[src/design/shabsh_pkg.sv]
// shared types, constants and round functions for the sha-256 byte stream hasher
package shabsh_pkg;

  localparam int unsigned WORD_W   = 32;
  localparam int unsigned BYTE_W   = 8;
  localparam int unsigned BUF_DEPTH = 64;
  localparam int unsigned BUF_AW   = 6;
  localparam int unsigned CV_DEPTH = 8;
  localparam int unsigned CV_AW    = 3;
  localparam int unsigned LEN_W    = 64;
  localparam int unsigned CNT_W    = 7;
  localparam int unsigned SCHED_W  = 512;

  localparam logic [BYTE_W-1:0] PAD_MARK  = 8'h80;
  localparam logic [LEN_W-1:0]  LEN_STEP  = 64'd8;
  localparam logic [BUF_AW-1:0] PAD_LIMIT = 6'd56;

  typedef logic [WORD_W-1:0] word_t;
  typedef logic [BYTE_W-1:0] byte_t;

  typedef enum logic [2:0] {
    ST_IDLE,
    ST_LOAD,
    ST_ROUND,
    ST_FIN,
    ST_EMIT_RD,
    ST_EMIT_LD
  } state_e;

  typedef enum logic [1:0] {
    BLK_DATA,
    BLK_PAD1,
    BLK_PAD2
  } blk_e;

  function automatic word_t iv_word(input logic [CV_AW-1:0] idx);
    word_t w;
    case (idx)
      3'd0: w = 32'h6a09e667;
      3'd1: w = 32'hbb67ae85;
      3'd2: w = 32'h3c6ef372;
      3'd3: w = 32'ha54ff53a;
      3'd4: w = 32'h510e527f;
      3'd5: w = 32'h9b05688c;
      3'd6: w = 32'h1f83d9ab;
      default: w = 32'h5be0cd19;
    endcase
    return w;
  endfunction

  function automatic word_t round_k(input logic [5:0] r);
    word_t k;
    case (r)
      6'd0:  k = 32'h428a2f98; 6'd1:  k = 32'h71374491; 6'd2:  k = 32'hb5c0fbcf;
      6'd3:  k = 32'he9b5dba5; 6'd4:  k = 32'h3956c25b; 6'd5:  k = 32'h59f111f1;
      6'd6:  k = 32'h923f82a4; 6'd7:  k = 32'hab1c5ed5; 6'd8:  k = 32'hd807aa98;
      6'd9:  k = 32'h12835b01; 6'd10: k = 32'h243185be; 6'd11: k = 32'h550c7dc3;
      6'd12: k = 32'h72be5d74; 6'd13: k = 32'h80deb1fe; 6'd14: k = 32'h9bdc06a7;
      6'd15: k = 32'hc19bf174; 6'd16: k = 32'he49b69c1; 6'd17: k = 32'hefbe4786;
      6'd18: k = 32'h0fc19dc6; 6'd19: k = 32'h240ca1cc; 6'd20: k = 32'h2de92c6f;
      6'd21: k = 32'h4a7484aa; 6'd22: k = 32'h5cb0a9dc; 6'd23: k = 32'h76f988da;
      6'd24: k = 32'h983e5152; 6'd25: k = 32'ha831c66d; 6'd26: k = 32'hb00327c8;
      6'd27: k = 32'hbf597fc7; 6'd28: k = 32'hc6e00bf3; 6'd29: k = 32'hd5a79147;
      6'd30: k = 32'h06ca6351; 6'd31: k = 32'h14292967; 6'd32: k = 32'h27b70a85;
      6'd33: k = 32'h2e1b2138; 6'd34: k = 32'h4d2c6dfc; 6'd35: k = 32'h53380d13;
      6'd36: k = 32'h650a7354; 6'd37: k = 32'h766a0abb; 6'd38: k = 32'h81c2c92e;
      6'd39: k = 32'h92722c85; 6'd40: k = 32'ha2bfe8a1; 6'd41: k = 32'ha81a664b;
      6'd42: k = 32'hc24b8b70; 6'd43: k = 32'hc76c51a3; 6'd44: k = 32'hd192e819;
      6'd45: k = 32'hd6990624; 6'd46: k = 32'hf40e3585; 6'd47: k = 32'h106aa070;
      6'd48: k = 32'h19a4c116; 6'd49: k = 32'h1e376c08; 6'd50: k = 32'h2748774c;
      6'd51: k = 32'h34b0bcb5; 6'd52: k = 32'h391c0cb3; 6'd53: k = 32'h4ed8aa4a;
      6'd54: k = 32'h5b9cca4f; 6'd55: k = 32'h682e6ff3; 6'd56: k = 32'h748f82ee;
      6'd57: k = 32'h78a5636f; 6'd58: k = 32'h84c87814; 6'd59: k = 32'h8cc70208;
      6'd60: k = 32'h90befffa; 6'd61: k = 32'ha4506ceb; 6'd62: k = 32'hbef9a3f7;
      default: k = 32'hc67178f2;
    endcase
    return k;
  endfunction

  function automatic word_t big_sig0(input word_t x);
    return {x[1:0], x[31:2]} ^ {x[12:0], x[31:13]} ^ {x[21:0], x[31:22]};
  endfunction

  function automatic word_t big_sig1(input word_t x);
    return {x[5:0], x[31:6]} ^ {x[10:0], x[31:11]} ^ {x[24:0], x[31:25]};
  endfunction

  function automatic word_t small_sig0(input word_t x);
    return {x[6:0], x[31:7]} ^ {x[17:0], x[31:18]} ^ {3'b000, x[31:3]};
  endfunction

  function automatic word_t small_sig1(input word_t x);
    return {x[16:0], x[31:17]} ^ {x[18:0], x[31:19]} ^ {10'b0, x[31:10]};
  endfunction

endpackage

[src/design/sha256_byte_stream_hasher.sv]
// sha-256 over a byte stream: block buffer ram, chaining value ram and round unit
//
//   channel  handshake                  payload                                       dir
//   in       in_valid_i / in_stall_o    data_byte_i, has_byte_i, is_last_i            in
//   out      out_valid_o / out_stall_i  digest_word_o, word_index_o, last_word_o      out
//
// a byte item that does not fill the block or end the message does not stall the input
// a full block stalls the input through the load, round and write-back states
// the end of a message runs one or two padding blocks, then reads each digest word
// out of the chaining ram through the read and load states; a stalled output holds the next read
// reset and each finished digest return the chaining words to the initial values

module sha256_byte_stream_hasher (
  input  logic        clk_i,
  input  logic        rst_ni,
  input  logic        in_valid_i,
  output logic        in_stall_o,
  input  logic [7:0]  data_byte_i,
  input  logic        has_byte_i,
  input  logic        is_last_i,
  output logic        out_valid_o,
  input  logic        out_stall_i,
  output logic [31:0] digest_word_o,
  output logic [2:0]  word_index_o,
  output logic        last_word_o
);

  localparam int unsigned BUF_AW = shabsh_pkg::BUF_AW;
  localparam int unsigned CV_AW  = shabsh_pkg::CV_AW;
  localparam int unsigned CNT_W  = shabsh_pkg::CNT_W;

  shabsh_pkg::state_e state_q, state_d;
  shabsh_pkg::blk_e   blk_q, blk_d;
  logic [CNT_W-1:0]   cnt_q, cnt_d;
  logic [BUF_AW-1:0]  idx_q;
  logic [BUF_AW-1:0]  fill_q, fill_d;
  logic [shabsh_pkg::LEN_W-1:0] len_q, len_d;
  logic               pend_q, pend_d;
  logic [shabsh_pkg::CV_DEPTH-1:0] cv_vld_q, cv_vld_d;

  logic [shabsh_pkg::SCHED_W-1:0] w_q;
  shabsh_pkg::word_t  wk_q [shabsh_pkg::CV_DEPTH];

  logic               out_valid_q;
  shabsh_pkg::word_t  out_word_q;
  logic [CV_AW-1:0]   out_idx_q;
  logic               out_last_q;

  logic               in_acc;
  logic               buf_re;
  shabsh_pkg::byte_t  buf_rdata;
  logic               cv_re;
  logic               cv_we;
  shabsh_pkg::word_t  cv_rdata;
  shabsh_pkg::word_t  cv_rd;
  shabsh_pkg::word_t  cv_wdata;

  logic               ld_shift;
  logic               wk_fill;
  logic               rnd_en;
  logic               fin_shift;
  logic               out_load;

  shabsh_pkg::byte_t  ld_byte;
  shabsh_pkg::byte_t  len_byte;
  shabsh_pkg::word_t  sched_new;
  shabsh_pkg::word_t  t1;
  shabsh_pkg::word_t  t2;

  assign in_stall_o = (state_q != shabsh_pkg::ST_IDLE);
  assign in_acc     = in_valid_i & ~in_stall_o;

  shabsh_ram #(
    .WIDTH(shabsh_pkg::BYTE_W),
    .DEPTH(shabsh_pkg::BUF_DEPTH)
  ) u_buf_ram (
    .clk_i  (clk_i),
    .we_i   (in_acc & has_byte_i),
    .waddr_i(fill_q),
    .wdata_i(data_byte_i),
    .re_i   (buf_re),
    .raddr_i(cnt_q[BUF_AW-1:0]),
    .rdata_o(buf_rdata)
  );

  shabsh_ram #(
    .WIDTH(shabsh_pkg::WORD_W),
    .DEPTH(shabsh_pkg::CV_DEPTH)
  ) u_cv_ram (
    .clk_i  (clk_i),
    .we_i   (cv_we),
    .waddr_i(idx_q[CV_AW-1:0]),
    .wdata_i(cv_wdata),
    .re_i   (cv_re),
    .raddr_i(cnt_q[CV_AW-1:0]),
    .rdata_o(cv_rdata)
  );

  // unwritten chaining entries read as the initial values
  assign cv_rd    = cv_vld_q[idx_q[CV_AW-1:0]] ? cv_rdata
                                                : shabsh_pkg::iv_word(idx_q[CV_AW-1:0]);
  assign cv_wdata = cv_rd + wk_q[0];

  // padding bytes replace buffer contents past the message
  assign len_byte = len_q[{~idx_q[2:0], 3'b000} +: 8];

  always_comb begin
    case (blk_q)
      shabsh_pkg::BLK_DATA: begin
        ld_byte = buf_rdata;
      end
      shabsh_pkg::BLK_PAD1: begin
        if (idx_q < fill_q) begin
          ld_byte = buf_rdata;
        end else if (idx_q == fill_q) begin
          ld_byte = shabsh_pkg::PAD_MARK;
        end else if ((idx_q >= shabsh_pkg::PAD_LIMIT) && (fill_q < shabsh_pkg::PAD_LIMIT)) begin
          ld_byte = len_byte;
        end else begin
          ld_byte = '0;
        end
      end
      shabsh_pkg::BLK_PAD2: begin
        ld_byte = (idx_q >= shabsh_pkg::PAD_LIMIT) ? len_byte : '0;
      end
      default: begin
        ld_byte = '0;
      end
    endcase
  end

  // message schedule and round datapath
  assign sched_new = shabsh_pkg::small_sig1(w_q[63:32]) + w_q[223:192]
                   + shabsh_pkg::small_sig0(w_q[479:448]) + w_q[511:480];

  assign t1 = wk_q[7] + shabsh_pkg::big_sig1(wk_q[4])
            + ((wk_q[4] & wk_q[5]) ^ (~wk_q[4] & wk_q[6]))
            + shabsh_pkg::round_k(cnt_q[5:0]) + w_q[511:480];
  assign t2 = shabsh_pkg::big_sig0(wk_q[0])
            + ((wk_q[0] & wk_q[1]) ^ (wk_q[0] & wk_q[2]) ^ (wk_q[1] & wk_q[2]));

  always_comb begin
    state_d   = state_q;
    blk_d     = blk_q;
    cnt_d     = cnt_q;
    fill_d    = fill_q;
    len_d     = len_q;
    pend_d    = pend_q;
    cv_vld_d  = cv_vld_q;
    buf_re    = 1'b0;
    cv_re     = 1'b0;
    cv_we     = 1'b0;
    ld_shift  = 1'b0;
    wk_fill   = 1'b0;
    rnd_en    = 1'b0;
    fin_shift = 1'b0;
    out_load  = 1'b0;
    case (state_q)
      shabsh_pkg::ST_IDLE: begin
        if (in_acc) begin
          pend_d = is_last_i;
          if (has_byte_i) begin
            fill_d = fill_q + 6'd1;
            len_d  = len_q + shabsh_pkg::LEN_STEP;
          end
          if (has_byte_i && (&fill_q)) begin
            blk_d   = shabsh_pkg::BLK_DATA;
            state_d = shabsh_pkg::ST_LOAD;
            cnt_d   = '0;
          end else if (is_last_i) begin
            blk_d   = shabsh_pkg::BLK_PAD1;
            state_d = shabsh_pkg::ST_LOAD;
            cnt_d   = '0;
          end
        end
      end
      shabsh_pkg::ST_LOAD: begin
        buf_re   = ~cnt_q[CNT_W-1];
        cv_re    = (cnt_q < 7'd8);
        ld_shift = (cnt_q != '0);
        wk_fill  = (cnt_q != '0) && (cnt_q <= 7'd8);
        if (cnt_q[CNT_W-1]) begin
          state_d = shabsh_pkg::ST_ROUND;
          cnt_d   = '0;
        end else begin
          cnt_d = cnt_q + 7'd1;
        end
      end
      shabsh_pkg::ST_ROUND: begin
        rnd_en = 1'b1;
        if (&cnt_q[5:0]) begin
          state_d = shabsh_pkg::ST_FIN;
          cnt_d   = '0;
        end else begin
          cnt_d = cnt_q + 7'd1;
        end
      end
      shabsh_pkg::ST_FIN: begin
        cv_re     = (cnt_q < 7'd8);
        cv_we     = (cnt_q != '0);
        fin_shift = (cnt_q != '0);
        if (cnt_q != '0) begin
          cv_vld_d[idx_q[CV_AW-1:0]] = 1'b1;
        end
        cnt_d = cnt_q + 7'd1;
        if (cnt_q == 7'd8) begin
          cnt_d = '0;
          case (blk_q)
            shabsh_pkg::BLK_DATA: begin
              if (pend_q) begin
                blk_d   = shabsh_pkg::BLK_PAD1;
                state_d = shabsh_pkg::ST_LOAD;
              end else begin
                state_d = shabsh_pkg::ST_IDLE;
              end
            end
            shabsh_pkg::BLK_PAD1: begin
              if (fill_q >= shabsh_pkg::PAD_LIMIT) begin
                blk_d   = shabsh_pkg::BLK_PAD2;
                state_d = shabsh_pkg::ST_LOAD;
              end else begin
                state_d = shabsh_pkg::ST_EMIT_RD;
              end
            end
            default: begin
              state_d = shabsh_pkg::ST_EMIT_RD;
            end
          endcase
        end
      end
      shabsh_pkg::ST_EMIT_RD: begin
        if (!out_valid_q || !out_stall_i) begin
          cv_re   = 1'b1;
          state_d = shabsh_pkg::ST_EMIT_LD;
        end
      end
      shabsh_pkg::ST_EMIT_LD: begin
        out_load = 1'b1;
        if (&cnt_q[CV_AW-1:0]) begin
          state_d  = shabsh_pkg::ST_IDLE;
          cnt_d    = '0;
          fill_d   = '0;
          len_d    = '0;
          pend_d   = 1'b0;
          cv_vld_d = '0;
        end else begin
          state_d = shabsh_pkg::ST_EMIT_RD;
          cnt_d   = cnt_q + 7'd1;
        end
      end
      default: begin
        state_d = shabsh_pkg::ST_IDLE;
      end
    endcase
  end

  always_ff @(posedge clk_i or negedge rst_ni) begin
    if (!rst_ni) begin
      state_q     <= shabsh_pkg::ST_IDLE;
      blk_q       <= shabsh_pkg::BLK_DATA;
      cnt_q       <= '0;
      idx_q       <= '0;
      fill_q      <= '0;
      len_q       <= '0;
      pend_q      <= 1'b0;
      cv_vld_q    <= '0;
      out_valid_q <= 1'b0;
    end else begin
      state_q  <= state_d;
      blk_q    <= blk_d;
      cnt_q    <= cnt_d;
      idx_q    <= cnt_q[BUF_AW-1:0];
      fill_q   <= fill_d;
      len_q    <= len_d;
      pend_q   <= pend_d;
      cv_vld_q <= cv_vld_d;
      if (out_load) begin
        out_valid_q <= 1'b1;
      end else if (!out_stall_i) begin
        out_valid_q <= 1'b0;
      end
    end
  end

  always_ff @(posedge clk_i) begin
    if (ld_shift) begin
      w_q <= {w_q[shabsh_pkg::SCHED_W-9:0], ld_byte};
    end else if (rnd_en) begin
      w_q <= {w_q[shabsh_pkg::SCHED_W-33:0], sched_new};
    end
    if (wk_fill || fin_shift) begin
      for (int i = 0; i < 7; i++) begin
        wk_q[i] <= wk_q[i+1];
      end
      wk_q[7] <= cv_rd;
    end else if (rnd_en) begin
      wk_q[0] <= t1 + t2;
      wk_q[1] <= wk_q[0];
      wk_q[2] <= wk_q[1];
      wk_q[3] <= wk_q[2];
      wk_q[4] <= wk_q[3] + t1;
      wk_q[5] <= wk_q[4];
      wk_q[6] <= wk_q[5];
      wk_q[7] <= wk_q[6];
    end
    if (out_load) begin
      out_word_q <= cv_rd;
      out_idx_q  <= idx_q[CV_AW-1:0];
      out_last_q <= &idx_q[CV_AW-1:0];
    end
  end

  assign out_valid_o   = out_valid_q;
  assign digest_word_o = out_word_q;
  assign word_index_o  = out_idx_q;
  assign last_word_o   = out_last_q;

endmodule

[src/design/shabsh_ram.sv]
// generic simple dual-port ram with registered read
module shabsh_ram #(
  parameter int unsigned WIDTH = 8,
  parameter int unsigned DEPTH = 64
) (
  input  logic                     clk_i,
  input  logic                     we_i,
  input  logic [$clog2(DEPTH)-1:0] waddr_i,
  input  logic [WIDTH-1:0]         wdata_i,
  input  logic                     re_i,
  input  logic [$clog2(DEPTH)-1:0] raddr_i,
  output logic [WIDTH-1:0]         rdata_o
);

  logic [WIDTH-1:0] mem_q [DEPTH];
  logic [WIDTH-1:0] rdata_q;

  always_ff @(posedge clk_i) begin
    if (we_i) begin
      mem_q[waddr_i] <= wdata_i;
    end
    if (re_i) begin
      rdata_q <= mem_q[raddr_i];
    end
  end

  assign rdata_o = rdata_q;

endmodule

[config.mk]
export PLATFORM = sky130hd
export DESIGN_NAME = sha256_byte_stream_hasher
export DESIGN_NICKNAME = d
export VERILOG_FILES = /design/src/design/shabsh_pkg.sv /design/src/design/sha256_byte_stream_hasher.sv /design/src/design/shabsh_ram.sv
export SDC_FILE = /design/constraint.sdc
export NUM_CORES = 2
export LEC_CHECK = 0
export ABC_AREA = 1
export BUFFER_PORTS_ARGS = -buffer_cell sky130_fd_sc_hd__clkbuf_2
export CAP_MARGIN = 20
export CORE_ASPECT_RATIO = 1.2
export CORE_MARGIN = 3
export CORE_UTILIZATION = 45
export CTS_CLUSTER_SIZE = 14
export DETAILED_ROUTE_END_ITERATION = 7
export PLACE_DENSITY = 0.61
export SLEW_MARGIN = 40
export SYNTH_ARGS = -nofsm -noshare
export SYNTH_HDL_FRONTEND = slang
export SYNTH_SLANG_ARGS = --single-unit
[constraint.sdc]
create_clock -name clk_i -period 42.6 [get_ports clk_i]
set_clock_uncertainty 0.2 [all_clocks]
set_input_delay 2.13 -clock clk_i [delete_from_list [all_inputs] [get_ports clk_i]]
set_output_delay 2.13 -clock clk_i [all_outputs]
set_load 0.02 [all_outputs]
# Word-level counts from Yosys, hierarchy flattened
# Memory sizes are Yosys's and may differ from the RTL's. A register that Yosys moved wholly into a read port is not among the register bits.
# Cells that the tools add are included.
totals:
  ff_bits: 646
  mem_bits_rw: 1024
  romBits: 2048
  input_bits: 14
  out_inout_bits: 38
  elab_cells: 210
  memories: 4
op_classes:
  n_addsub: 14
  magnitude_cmp: 8
  eq_ne: 28
  n_shift: 1
  mux: 82
  n_bitwise: 31
  n_reduce_logical: 29
memory_table:
  columns: ["name", "words", "word_bits", "rd", "rd_ports_with_merged_regs", "write_ports", "line", "text"]
  rows:
  - ["(no name shown)", 64, 32, 1, 0, 0, "shabsh_pkg.sv:53", "case (r)"]
  - ["u_buf_ram.mem_q", 64, 8, 1, 1, 1, "shabsh_ram.sv:15", "logic [WIDTH-1:0] mem_q [DEPTH];"]
  - ["u_cv_ram.mem_q", 8, 32, 1, 1, 1, "shabsh_ram.sv:15", null]
  - ["wk_q", 8, 32, 8, 0, 8, "sha256_byte_stream_hasher.sv:42", "shabsh_pkg::word_t wk_q [shabsh_pkg::CV_DEPTH];"]
op_table:
  columns: ["cell", "count"]
  rows:
  - ["512-bit 2-to-1 mux", 2]
  - ["32-bit adder", 11]
  - ["32-bit 2-to-1 mux", 9]
  - ["32-bit bitwise XOR", 9]
  - ["32-bit case mux with 7 select lines", 1]
  - ["64-bit 2-to-1 mux", 3]
  - ["32-bit AND", 5]
  - ["64-bit case mux with 2 select lines", 1]
  - ["64-bit by 4-bit adder with 64-bit output (second input constant)", 1]
  - ["64-bit by 7-bit variable part select with 8-bit output", 1]
  - ["7-bit 2-to-1 mux", 7]
  - ["8-bit 2-to-1 mux", 6]
  - ["7-bit case mux with 5 select lines", 1]
  - ["32-bit inverter", 1]
  - ["32-bit by 22-bit bitwise XOR with 32-bit output", 1]
  - ["32-bit by 29-bit bitwise XOR with 32-bit output", 1]
  - ["3-bit 2-to-1 mux", 9]
  - ["8-bit case mux with 3 select lines", 1]
  - ["1-bit 2-to-1 mux", 23]
  - ["6-bit 2-to-1 mux", 3]
  - ["3-bit case mux with 6 select lines", 1]
  - ["6-bit AND reduction", 3]
  - ["2-bit != test (second input constant)", 8]
  - ["8-bit case mux with 2 select lines", 1]
  - ["other kinds (44)", 84]

# Longest topological paths before layout
# An unclocked memory read counts as a cell.
logic_depth:
  depth_word: 9
  ltp_mapped: 48

# Cells and area by module
# Synthesis repeated with hierarchy kept, for this count alone.
hier_totals:
  cells_unflattened: 10012
  hier_area_um2: 92885.3
modules_own_cells:
  columns: ["mod", "n_inst", "cells_per_inst", "area_per_inst_um2", "seq_area_each_um2"]
  rows:
  - ["sha256_byte_stream_hasher", 1, 7051, 59273.1, 26520.4]
  - ["shabsh_ram (u_buf_ram)", 1, 1805, 21419.3, 15615.0]
  - ["shabsh_ram (u_cv_ram)", 1, 1156, 12192.9, 8648.3]

# Least setup slack after synthesis
# OpenSTA, ideal clock, no wires.
synth_path:
  kind: "reg-to-reg"
  from: "register cnt_q[0]"
  to: "register w_q[0] (netlist name), enable pin"
  setup_time_ns: 3.664
  arrival_time_ns: 11.074
  required_time_ns: 38.736
  setup_slack_ns: 27.662
  stages_incl_launch_ff: 15
  cell_sequence: "dfrtp_1 inv_2 buf_2 clkbuf_1 clkbuf_1 buf_2 ha_1 nand2_1 nor2_2 nor2_4 inv_2 buf_2 buf_2 buf_2 nand2_1"
synth_between:
  elab_chain_len: 3
synth_rtl:
  columns: ["item", "line", "text"]
  rows:
  - ["start: declaration", "sha256_byte_stream_hasher.sv:34", "logic [CNT_W-1:0] cnt_q, cnt_d;"]
  - ["start signal: assignment", "sha256_byte_stream_hasher.sv:271", "cnt_q <= cnt_d;"]
  - ["7-bit nonzero test", "sha256_byte_stream_hasher.sv:180", "ld_shift = (cnt_q != '0);"]
  - ["1-bit 2-to-1 mux", "sha256_byte_stream_hasher.sv:158", "case (state_q)"]
  - ["2-bit nonzero test (no source line)", null, null]
  - ["end signal: assignment", "sha256_byte_stream_hasher.sv:287", "w_q <= {w_q[shabsh_pkg::SCHED_W-9:0], ld_byte};"]
  - ["end signal: assignment", "sha256_byte_stream_hasher.sv:289", "w_q <= {w_q[shabsh_pkg::SCHED_W-33:0], sched_new};"]
  - ["end: declaration", "sha256_byte_stream_hasher.sv:41", "logic [shabsh_pkg::SCHED_W-1:0] w_q;"]
# No other way between the ends.
# A chain may end at the register's enable or synchronous reset.

==> flow_summary.yaml <==
synthesis:
  synth.distinct_cells: 74
  yosys.area.top_type_share_pct: 53.92
  postSynth.asyncResetShare_pct: 5.565
  yosysMostFrequentCell: "nand2_1"
  synth_area_per_cell_um2: 9.828
  yosys_register_bits: 1707
  synth_flop_cell: "edfxtp_1"
  synth_area_leader_cell: "edfxtp_1"
  netlist_area_um2: 89780
  synth_cells: 9135
  yosysWarningCount: 0
  synth-edff-count: 1612
  synth_commonest_cells: "nand2_1, edfxtp_1, inv_1"
  yosys-top-cells-area: "edfxtp_1, nand2_1, o21ai_0"
  synthesis.nets: 9523
  ys_seq_area_share_pct: 56.56
drt:
  wl_per_cell_um: 24.65
  vias_per_cell: 5.641
  antenna_left: 0
  drtIter0Drc: 7658
  routed_wl_um: 290500
  firstDrtPassIters: 6
  num_vias: 66490
  drc: 0
sta:
  hold_viol_final: 0
  setup_tns_ps: 0
  min_period_ps: 9568
  tightest_slew_ps: 921.7
  period_share_pct: 22.46
  rsz0062_at_grt: "false"
  fmax_mhz: 104.5
  finalSetupViolCount: 0
  max_slew_margin_pct: 38.14
  slew_viol_final: 0
  fin_ws_ps: 33030
global_route:
  grt_pass1_wl_um: 427300
  grt_max_degree: 208
  gr-total-overflow: 0
  grt_pass1_vias: 64850
  grt_usage_pct: 28.03
  antenna_found_initial: 8
run_status:
  status: "complete, no violations"
clock_tree:
  cts.htree.levels: 4
  numCtsBuffers: 179
  clock_tree.buffer_depth: 3
  cts_tree: "built"
  postCtsSetupBuffers: 0
  cts.sinks: 1707
  clockRootBuffer: "clkbuf_16"
  clkTransAtPathRegs_ps: 60
  clk_latency_ps: 880
  cts_hold_buf: 0
  ctsResizeCount: 0
final_layout:
  drive_gt1_share_pct: 6.050
  num-fill-cells: 18130
  fin_nets: 9415
  area_growth_pct: 10.12
  seq_area_um2: 50800
  multi_input_area_um2: 33900
critical_path:
  critical_path_required_ps: 42990
  cp_slowest_cell: "fa_1"
  crit_type: "flip-flop to flip-flop"
  crit_fanout: 43
  cp_slowest_stage_delay_ps: 590
  critPathCaptureType: "flip-flop"
  cpMostUsedCell: "nand2_1"
  worstPathArrival_ps: 9960
  start_kind: "flip-flop"
run:
  drv_cap: 0
placement:
  post-place-ws_ps: 32990
  dpl.hpwl_um: 205900
  io_buffer_count: 51
  gp_congestion: 0.9681
floorplanning:
  ios: 52
  die_w_um: 413.8
  dieArea_um2: 204900
  core_um2: 197100
  rows: 178
  die_h_um: 495.3
  start_util_pct: 45.55
min_path:
  worstHoldPathType: "flip-flop to flip-flop"
## worst max-delay path: cells and delay by family (launching register included)
family                     cells  cell delay, ps
AOI/OAI and AO/OA              8            1640
and+or+nand+nor               12            2060
DFF                            1             480
adders and majority gates      5            2340
buffers and inverters          8            2080
xor gates and xnor gates       1             480
## flip-flops by register name (all words and copies together) (netlist names), 2 cells and up
signal / cells
u_buf_ram.rdata_o: 8
u_cv_ram.rdata_o: 32
cv_vld_q: 8
fill_q: 6
u_buf_ram.mem_q: 512
w_q: 512
len_q: 61
blk_q: 2
digest_word_o: 32
wk_q: 256
u_cv_ram.mem_q: 256
idx_q: 6
cnt_q: 7
word_index_o: 3
state_q: 3
## logic make-up after synthesis
family                     after synthesis  share of synthesized area (%)
muxes                                    8                        0.08919
xor gates and xnor gates               349                          3.405
AOI/OAI and AO/OA                     1747                          11.39
and+or+nand+nor                       3547                          15.73
adders and majority gates              375                          6.795
DFF                                   1707                          56.56
buffers and inverters                 1402                          6.033
## per-stage QoR
step	cell area (um2)	std cells	hold WS (ps)	util (%)
after floorplan	89780	9135	148.7	-
after global placement	92470	11450	261.2	46.91
after detailed placement	92670	11450	272.6	47.02
after CTS	98630	11780	282.7	50.04
after global routing	98860	11780	317.4	50.16
final	98870	11790	274.7	50.16
## cell usage in the layout (no fill, tap or decap), types with 16 or more instances in the layout
master and count:
clkinv_2 26, o21bai_1 27, dfrtp_1 90, a22o_1 50, inv_1 919, clkbuf_16 179
clkbuf_1 41, clkbuf_2 49, or2_2 17, ha_1 186, a21oi_1 331, nand2_1 2444
nor3_1 105, o211ai_1 46, inv_2 16, nor4_1 21, clkinv_1 39, o22ai_1 28
o21a_1 18, nor2_1 624, o21ai_1 67, xnor2_1 160, o21ai_0 827, a221oi_1 16
nand3_1 223, a31oi_1 27, a21o_1 27, edfxtp_1 1612, a22oi_1 133, fa_1 188
xor2_1 173, buf_4 91, bufinv_16 20, nor2_2 22, o2111ai_1 26, o221ai_1 53
o31ai_1 19, nand4_1 33
## area by class of cell
cell class | count | share of cell area, %
Clock buffer | 220 | 4.686
Clock inverter | 107 | 1.349
Tap cell | 2610 | 3.303
Multi-Input combinational cell | 6026 | 34.28
Antenna cell | 4 | 0.01012
Sequential cell | 1707 | 51.38
Timing Repair Buffer | 165 | 1.363
Inverter | 948 | 3.628
## routing by layer
metal / share of wire, % / global-route usage (%) / vias to the layer above
met5: 0.0093 / 0 / -
met4: 4.6 / 11.65 / 4
met3: 6.4 / 3.938 / 566
met2: 47 / 45.44 / 2460
met1: 42 / 37.89 / 32740
li1: - / - / 30720
## path summary, 6_finish.rpt
check,startpoint,endpoint,slack (ps),depth (start not counted)
worst max-delay path,cnt_q[2],wk_q[0][25],33030,34
worst min-delay path,len_q[61],len_q[61],270,1
worst max register to register,cnt_q[2],wk_q[0][25],33030,34
worst min register to register,len_q[61],len_q[61],270,1
max in group asynchronous,rst_ni,idx_q[1],40070,2
min in group asynchronous,rst_ni,len_q[61],1040,1
Power is not shown: default switching activity piles up to over one toggle a cycle in this logic, so the estimate is an artifact.
